## src/rtl/core/nlcm_ram.sv

```systemverilog
module nlcm_ram #(
  parameter int W     = 32,
  parameter int DEPTH = 16
) (
  input  logic                                  clk,
  input  logic                                  we,
  input  logic [(DEPTH > 1 ? $clog2(DEPTH) : 1)-1:0] waddr,
  input  logic [W-1:0]                          wdata,
  input  logic [(DEPTH > 1 ? $clog2(DEPTH) : 1)-1:0] raddr,
  output logic [W-1:0]                          rdata
);

  logic [W-1:0] mem_r [DEPTH];
  logic [W-1:0] rdata_r;

  always_ff @(posedge clk) begin
    if (we) begin
      mem_r[waddr] <= wdata;
    end
    rdata_r <= mem_r[raddr];
  end

  assign rdata = rdata_r;

endmodule

```

## config.mk

```make
export PLATFORM = sky130hd
export DESIGN_NAME = nlcm_ram
export DESIGN_NICKNAME = d
export VERILOG_FILES = /design/src/rtl/core/nlcm_ram.sv
export SDC_FILE = /design/constraint.sdc
export NUM_CORES = 1
export LEC_CHECK = 0
export BUFFER_PORTS_ARGS = -buffer_cell sky130_fd_sc_hd__buf_2
export CELL_PAD_IN_SITES_DETAIL_PLACEMENT = 0
export CELL_PAD_IN_SITES_GLOBAL_PLACEMENT = 1
export CORE_MARGIN = 2
export CORE_UTILIZATION = 55
export DETAILED_ROUTE_END_ITERATION = 10
export GPL_TIMING_DRIVEN = 0
export PLACE_DENSITY = 0.81
export SLEW_MARGIN = 20
export SYNTH_ARGS = -nofsm -noshare
export SYNTH_HDL_FRONTEND = slang
export SYNTH_SLANG_ARGS = --single-unit
export TNS_END_PERCENT = 50
```

## constraint.sdc

```tcl
create_clock -name clk -period 3.6 [get_ports clk]
set_input_delay 0 -clock clk [delete_from_list [all_inputs] [get_ports clk]]
set_output_delay 0 -clock clk [all_outputs]
set_load 0.05 [all_outputs]
```

# After elaboration in Yosys (flattened, before gate mapping)
# Memories as Yosys holds them, arrays and structs flattened. A register that Yosys moved wholly into a read port is not among the register bits.
# Cells that the tools add are included.
# W data, S select, Z words.
totals:
  ram_bits: 512
  elab_cells: 3
  ff_bits: 0
  inputBits: 42
  n_memories: 1
  out_inout_bits: 32
memory_table:
  columns: ["name", "words", "width", "read_ports", "rd_clocked_by_memory_dff", "write_ports", "line", "text"]
  rows:
  - ["mem_r", 16, 32, 1, 1, 1, "13", "logic [W-1:0] mem_r [DEPTH];"]
op_classes:
  muxes: 2
op_table:
  columns: ["cell", "n"]
  rows:
  - ["$mux W1", 2]

# Longest topological paths before layout
# Gate-level depths: netlist of the first run.
depth:
  word_depth: 2
  depth_mapped: 5
  depth_no_buf: 3

# Worst setup path before layout of the first run
# OpenSTA, ideal clock, no wires.
synth_timing:
  path_type: "input-to-reg"
  start: "in waddr[2] in the netlist's numbering"
  end: "mem mem_r[0][0], enable pin"
  setup_ps: 461
  path_buffers: 0
  cell_stages: 2
  arrival_ps: 2718
  t_required_ps: 3139
  path_slack_ps: 420
  path_cell_list: "or3b_2 > nor3_1"
synth_lines:
  columns: ["element", "line", "text"]
  rows:
  - ["from (decl)", "7", "input logic [(DEPTH > 1 ? $clog2(DEPTH) : 1)-1:0] waddr,"]
  - ["to (decl)", "13", null]
# No word-level cell before the write port.

# Worst setup path in the final report of the first run
layout_timing:
  start: "in waddr[1] in the netlist's numbering"
  end: "mem mem_r[0][12], enable pin"
# No word-level cell before the write port.

==> results of run 1 <==
==> logic make-up after synthesis <==
logic type             count (synthesis)  share of synthesized area
muxes                                128                      0.145
AOI/OAI and AO/OA                     64                     0.0242
and+or+nand+nor                       59                     0.0127
buffers and inverters                 43                     0.0112
DFF                                  544                      0.807
==> stage by stage <==
stage          instances  TNS, ps  worst slack [ps]  area [um^2]
2_1_floorplan        838        0               420        19900
3_3_place_gp        1370  -311660             -2360        20800
3_5_place_dp        1406        0              1180        21500
4_1_cts             1537        0              1660        23600
5_1_grt             1537        0              1600        23600
6_report            1537        0              1670        23600
==> sequential cells by signal (all words and copies together), names as in the netlist <==
register,flops
mem_r,512
rdata,32
==> layer usage <==
layer,up-vias,global-route usage
li1,3971,-
met1,5029,0.332
met2,536,0.377
met3,76,0.0503
met4,2,0.0685
met5,-,0
==> cells in the mapped netlist <==
cell	count
a22oi_1	64
and2_1	1
buf_1	9
buf_2	4
buf_4	11
buf_6	2
clkbuf_1	17
dfxtp_1	32
edfxtp_1	512
mux4_2	128
nand2_1	33
nand2b_1	2
nand3_1	1
nand3b_1	2
nor2_1	13
nor2b_1	2
nor3_1	4
or3b_2	1
==> power breakdown <==
part	internal (uW)	switching, uW
Sequential	7080	37.8
Combinational	299	536
Clock	3320	2240
==> critical path, stage by stage <==
cell and delay (ps):
dlygate4sd3_1 600, buf_2 210, nor3_2 690, buf_6 260, buf_6 170, buf_6 150, buf_6 140
==> area by class of cell <==
cell class                      count  area [um^2]  area share
Timing Repair Buffer              142         1300      0.0552
Sequential cell                   544        16000       0.679
Multi-Input combinational cell    251         3730       0.158
Clock inverter                     19          274      0.0116
Buffer                             43          223     0.00944
Clock buffer                       77         1470      0.0622
Tap cell                          461          577      0.0245
==> worst max path at each step <==
stage	start	to	slack [ps]
finish	waddr[1]	mem_r[0][12]	1670
global route	waddr[1]	mem_r[0][9]	1600
CTS	waddr[1]	mem_r[0][11]	1660
detailed placement	waddr[2]	mem_r[0][7]	1180
global placement	waddr[2]	mem_r[0][7]	-2360
floorplan	waddr[2]	mem_r[0][0]	420
==> metrics.txt, run 1 <==
Slew HR 0.381; Critical Path Start Type primary input; max cap viols 0; WL met3 4140 um; Final #Nets 1076; Worst Path Arrival 2220 ps; port buffer count 71; post-cts resize count 0; static leakage 0.00769 uW; Fin Clk Skew 22.7 ps; pwr dens 573 nW/um^2; Worst Path Class, Setup primary input to flip-flop; fin util 0.663; Reg clk slew, reported paths 60 ps; Least-Margin Pin Slew 928 ps; WL met1 17100 um; origin of the critical flop-to-flop path mem_r[9][19]; post-detail-place hpwl 26900 um; die area 37600 um^2; DRT iter0 DRCs 1205; type of the worst min-delay path primary input to flip-flop; gr usage total 0.235; Req. time, crit path 3890 ps; initial antenna violation count 1; FF-to-FF End rdata[19]; Fillers 2229; Syn. warnings 0; Area growth, synth to finish 18.8%; Synth top area share 0.774; commonest non-fill, non-tap cell in the layout edfxtp_1; layout cells sized above 1 0.317; DIE HEIGHT 194 um; final setup fails 0; #FFs+latches synth 544; total CTS buffers 52; Yosys top cell by area edfxtp_1; largest net degree at the start of global routing 20; clock tree sinks 544; crit share post-route 0.536; grt ovf 0; Final min period 1930 ps; Pre-antenna DRT Iters 5; Hold Fails Final Rpt 0; post-synthesis cell count 838; Seq/Total Area, Yosys 0.807; Worst setup EP type flip-flop; reg2reg path depth 3; CTS Root Cell clkbuf_16; Min-Delay Startpoint raddr[3]; WHS 76.3 ps; IO Count 74; syn_nets 880; met2 WL post-DR 21300 um; Peak VDD IR 0.000427 V; Final GP Congestion 0.714; DR vias 9614; Routed WL per cell 28.4 um; hold_buf cts 35; first-pass GRT wire length 63800 um; H-tree levels 2; Worst-Skew Late Latency 580 ps; diode count 0; max layer used met5; synth top area cells edfxtp_1 77%, mux4_2 15%, dfxtp_1 3.2%; maximum clock rate 0.518 GHz; fin. max-slew vios 0; synthesized area per cell 23.7 um^2; most frequent cells in the layout 512 x edfxtp_1, 128 x mux4_2, 75 x buf_2, 64 x a22oi_1, 53 x clkbuf_16; vias in the first global route 9903; CP max FO 8; Site Rows 69; RSZ-0062 raised after global routing no; Tot Pwr 13500 uW; Die X 194 um; CTS tree built; Post-CTS Setup Inserts 0; hold depth 4; number of library cell types mapped by synthesis 18; drt via density 6.26; Initial Util 0.558; Worst R2R Setup Slack 2130 ps; DRC violations left 0; final WL 43600 um; Mapped Area 19900 um^2; deepest clock path buffer count 3; core area 35600 um^2; Antenna Violating Nets Remaining 0; status finished clean; Hold Path End rdata[31]
Power figures use the tool's default switching activity.
==> inputs of run 2 (changes only) <==
clock period = 1.85 ns   (was 3.6 ns; I/O delays follow)
==> run 2 against run 1 <==
  * Final area grew 0.20%
  * Global-route usage shrank 0.43 points
  * First-iteration DRC count shrank 8.5%
  * Clock skew shrank 13 ps
  * Critical path depth is the same
  * Combinational power grew 94%
  * Sequential share of layout area shrank 0.13 points
  * Sequential power grew 94%
  * Non-clock buffer count shrank 8
  * Power grew 94%
  * Clock power grew 93%
  * Critical path type unchanged
  * Largest cell class unchanged
  * Largest power group unchanged
==> metrics.txt, run 2 (same netlist as run 1, synthesis figures left out) <==
Site Rows 69 (unchanged); placed inst area 21500 um^2 (about the same); FF-to-FF End rdata[17] (was rdata[19]); type of the worst min-delay path primary input to flip-flop (unchanged); Initial Util 0.558 (unchanged); Least-Margin Pin Slew 937 ps (was 928 ps); status finished clean (unchanged); first-pass GRT wire length 62900 um (was 63800 um); reg2reg path depth 3 (unchanged); WHS 30.5 ps (was 76.3 ps); origin of the critical flop-to-flop path mem_r[14][17] (was mem_r[9][19]); hold depth 2 (was 4); grt ovf 0 (unchanged); Fin Clk Skew 10.0 ps (was 22.7 ps); DRC violations left 0 (unchanged); Final GP Congestion 0.714 (about the same); Critical Path Start Type primary input (unchanged); CP max FO 10 (was 8); initial antenna violation count 1 (unchanged); Post-CTS Setup Inserts 0 (unchanged); RSZ-0062 raised after global routing no (unchanged); deepest clock path buffer count 3 (unchanged); Area growth, synth to finish 19.0% (was 18.8%); Reg clk slew, reported paths 60 ps (about the same); CTS tree built (unchanged); DR vias 9400 (was 9614); crit share post-route 0.979; Slew HR 0.375 (was 0.381); fin. max-slew vios 0 (unchanged); Req. time, crit path 2360 ps (was 3890 ps); most frequent cells in the layout 512 x edfxtp_1, 128 x mux4_2, 75 x buf_2, 64 x a22oi_1, 55 x clkbuf_16 (was 512 x edfxtp_1, 128 x mux4_2, 75 x buf_2, 64 x a22oi_1, 53 x clkbuf_16); Worst R2R Setup Slack 370 ps (was 2130 ps); Min-Delay Startpoint waddr[1] (was raddr[3]); largest net degree at the start of global routing 21 (was 20); IO Count 74 (unchanged); post-detail-place hpwl 25500 um (was 26900 um); die area 37600 um^2 (unchanged); final instance area 23600 um^2 (about the same); Antenna Violating Nets Remaining 0 (unchanged); Largest Register mem_r (unchanged); maximum clock rate 0.552 GHz; max cap viols 0 (unchanged); Pre-antenna DRT Iters 5 (unchanged); final WL 42200 um (was 43600 um); gr usage total 0.231 (was 0.235); vias in the first global route 9771 (was 9903); CTS Root Cell clkbuf_16 (unchanged); Hold Path End mem_r[12][21] (was rdata[31]); DRT iter0 DRCs 1103 (was 1205); Final #Nets 1069 (was 1076); Routed WL per cell 27.5 um (was 28.4 um); Largest register FFs 512 (unchanged); static leakage 0.00768 uW (was 0.00769 uW); clock tree sinks 544 (unchanged); Final min period 1810 ps; Peak VDD IR 0.000906 V (was 0.000427 V); layout cells sized above 1 0.313 (was 0.317); Hold Fails Final Rpt 0 (unchanged); Worst setup EP type flip-flop (unchanged); H-tree levels 2 (unchanged); Worst Path Arrival 2320 ps (was 2220 ps); Worst Path Class, Setup primary input to flip-flop (unchanged); commonest non-fill, non-tap cell in the layout edfxtp_1 (unchanged); pwr dens 1110 nW/um^2 (was 573 nW/um^2); DIE HEIGHT 194 um (unchanged); Die X 194 um (unchanged); drt via density 6.13 (was 6.26); total CTS buffers 53 (was 52); core area 35600 um^2 (unchanged); port buffer count 71 (unchanged); Worst-Skew Late Latency 590 ps (was 580 ps); final setup fails 0 (unchanged)
## run 2: final cells by class
type | count | area, um^2
Tap cell | 461 | 577
Antenna cell | 1 | 2.50
Timing Repair Buffer | 134 | 1320
Clock inverter | 20 | 210
Sequential cell | 544 | 16000
Multi-Input combinational cell | 251 | 3750
Fill cell | 2238 | 11900
Clock buffer | 80 | 1530
Buffer | 43 | 223
## run 2: how the worst max path moves through the flow
stage,start,endpoint
floorplan,waddr[2],mem_r[1][0]
global placement,waddr[2],mem_r[1][3]
detailed placement,we,mem_r[12][3]
CTS,waddr[0],mem_r[1][2]
global route,waddr[0],mem_r[7][2]
finish,raddr[3],rdata[20]
## run 2: through the flow
step	total power, uW	utilization	std cells	TNS (ps)	setup slack, ps
after floorplan	15100	-	838	-100920	-458
after global placement	15600	0.585	1370	-853850	-2150
after detailed placement	15700	0.605	1397	-7550	-172
after CTS	26300	0.664	1533	0	65.6
after global routing	27000	0.664	1534	0	2.69
final	26200	0.664	1534	0	38.8
## run 2: metal layers
layer  track usage  share of wire
met1         0.338           0.41
met4        0.0536          0.017
met3        0.0508          0.090
met2         0.363           0.49
met5             0              0
## run 2: power by group
group          leakage [uW]  internal, uW  switching (uW)
Combinational       0.00194           584            1030
Clock              0.000846          6270            4420
Sequential          0.00489         13800            68.2
## run 2: worst max-delay path, stage by stage
cell and delay, ps:
dlygate4sd3_1 530, buf_2 150, nor2b_1 130, clkbuf_1 300
clkbuf_1 740, a22oi_1 250, nand2_1 210
## run 2: timing repair
item / CTS / global route
hold endpoints to repair: 514 / 0
resized for setup: 0 / 0
hold buffers: 36 / 0
==> inputs of run 3 (changes only) <==
MAX_ROUTING_LAYER = met4   (was unset)
TNS_END_PERCENT = 5   (was 50)
==> run 3 against run 2 <==
  * Final cell count down 0.52%
  * Sequential share of layout area up 0.43 points
  * Non-clock buffer count down 2
  * Flip-flop and latch count unchanged
  * Global-route usage up 0.32 points
  * Core utilization down 0.42 points
  * Critical endpoint is now mem_r[9][3]
==> metrics.txt, run 3 (same netlist as run 1, synthesis figures left out) <==
Antenna Violating Nets Remaining 0 (unchanged); post-detail-place hpwl 25400 um (was 25500 um); FF-to-FF End rdata[18] (was rdata[17]); origin of the critical flop-to-flop path mem_r[8][18] (was mem_r[14][17]); CTS tree built (unchanged); commonest non-fill, non-tap cell in the layout edfxtp_1 (unchanged); total CTS buffers 51 (was 53); first-pass GRT wire length 62200 um (was 62900 um); DRT iter0 DRCs 1158 (was 1103); maximum clock rate 0.555 GHz (was 0.552 GHz); status finished clean (unchanged); static leakage 0.00762 uW (was 0.00768 uW); Site Rows 69 (unchanged); drt via density 6.24 (was 6.13); CP max FO 17 (was 10); Largest register FFs 512 (unchanged); Req. time, crit path 2100 ps (was 2360 ps); port buffer count 71 (unchanged); final instance area 23500 um^2 (was 23600 um^2); Hold Fails Final Rpt 0 (unchanged); Routed WL per cell 27.5 um (about the same); Die X 194 um (unchanged); most frequent cells in the layout 512 x edfxtp_1, 128 x mux4_2, 75 x buf_2, 64 x a22oi_1, 52 x clkbuf_16 (was 512 x edfxtp_1, 128 x mux4_2, 75 x buf_2, 64 x a22oi_1, 55 x clkbuf_16); gr usage total 0.234 (was 0.231); Register Area 16000 um^2 (unchanged); Hold Path End mem_r[0][21] (was mem_r[12][21]); Final min period 1800 ps (was 1810 ps); Area growth, synth to finish 18.3% (was 19.0%); Fin Clk Skew 22.6 ps (was 10.0 ps); Critical Path Start Type primary input (unchanged); Slew HR 0.435 (was 0.375); max cap viols 0 (unchanged); final setup fails 0 (unchanged); IO Count 74 (unchanged); Worst Path Class, Setup primary input to flip-flop (unchanged); Largest Register mem_r (unchanged); largest net degree at the start of global routing 21 (unchanged); Least-Margin Pin Slew 847 ps (was 937 ps); core area 35600 um^2 (unchanged); fin util 0.660 (was 0.664); Initial Util 0.558 (unchanged); reg2reg path depth 3 (unchanged); grt ovf 0 (unchanged); final WL 42000 um (was 42200 um); Pre-antenna DRT Iters 5 (unchanged); DIE HEIGHT 194 um (unchanged); clock tree sinks 544 (unchanged); die area 37600 um^2 (unchanged); Reg clk slew, reported paths 60 ps (about the same); fin. max-slew vios 0 (unchanged); Worst R2R Setup Slack 470 ps (was 370 ps); Peak VDD IR 0.000972 V (was 0.000906 V); H-tree levels 2 (unchanged); Fillers 2231 (was 2238); layout cells sized above 1 0.315 (was 0.313); Worst setup EP type flip-flop (unchanged); Worst-Skew Late Latency 580 ps (was 590 ps); DRC violations left 0 (unchanged); pwr dens 1100 nW/um^2 (was 1110 nW/um^2); type of the worst min-delay path primary input to flip-flop (unchanged); deepest clock path buffer count 3 (unchanged); post-cts resize count 0 (unchanged); crit share post-route 0.975 (was 0.979); pre-CTS setup slack -74.1 ps (was -172 ps); initial antenna violation count 1 (unchanged); hold depth 2 (unchanged); area occupied by multi-input gates 3750 um^2 (unchanged); Min-Delay Startpoint waddr[0] (was waddr[1]); DR vias 9528 (was 9400); CTS Root Cell clkbuf_16 (unchanged); Worst Path Arrival 2060 ps (was 2320 ps); Final GP Congestion 0.722 (was 0.714); placed inst area 21400 um^2 (was 21500 um^2); Final WS setup 46.9 ps (was 38.8 ps); vias in the first global route 9823 (was 9771); Final #Nets 1065 (was 1069)
-- run 3: metal layers --
metal / routed length (um) / up-vias / track usage
met5: 0 / - / -
met3: 3400 / 85 / 0.0372
met4: 996 / 0 / 0.0626
met1: 17100 / 5011 / 0.332
met2: 20600 / 479 / 0.362
li1: - / 3953 / -
-- run 3: worst max-delay path by stage --
stage               startpoint            to  slack [ps]  cells past startpoint
finish                waddr[1]   mem_r[9][3]          50                      5
global route          waddr[1]  mem_r[9][11]         -20                      5
CTS                   waddr[1]   mem_r[2][3]          70                      5
detailed placement    waddr[2]   mem_r[2][6]         -70                      4
global placement      waddr[2]   mem_r[2][9]       -2100                      3
floorplan             waddr[2]   mem_r[1][0]        -460                      2
-- run 3: repair_timing --
item / in CTS / in global routing
hold endpoints to repair: 514 / 0
endpoints found under the setup margin: 0 / 43
setup buffers: 0 / 4
hold buffers: 33 / 0
-- run 3: area by class of cell --
| type | count | share of cell area |
|---|---|---|
| Antenna cell | 1 | 0.000107 |
| Buffer | 43 | 0.00948 |
| Clock buffer | 71 | 0.0602 |
| Clock inverter | 23 | 0.0109 |
| Multi-Input combinational cell | 251 | 0.160 |
| Sequential cell | 544 | 0.682 |
| Tap cell | 461 | 0.0246 |
| Timing Repair Buffer | 132 | 0.0530 |
-- run 3: per-stage QoR --
step	cells	power [uW]	TNS [ps]	hold WS (ps)
finish	1526	25800	0	36.7
global route	1526	26500	-170	43.5
CTS	1521	25900	0	6.68
detailed placement	1394	15700	-3400	378
global placement	1370	15600	-961500	369
floorplan	838	15100	-102460	98.9
-- run 3: power breakdown --
group          total, uW  switching [uW]  internal (uW)
clock network      10400            4340           6030
registers          13800            75.8          13800
logic               1610            1030            578
-- run 3: worst max-delay path, cell delays in order --
cell,delay [ps]
dlygate4sd3_1,520
buf_2,210
nand2b_1,370
nor2_4,650
buf_12,260
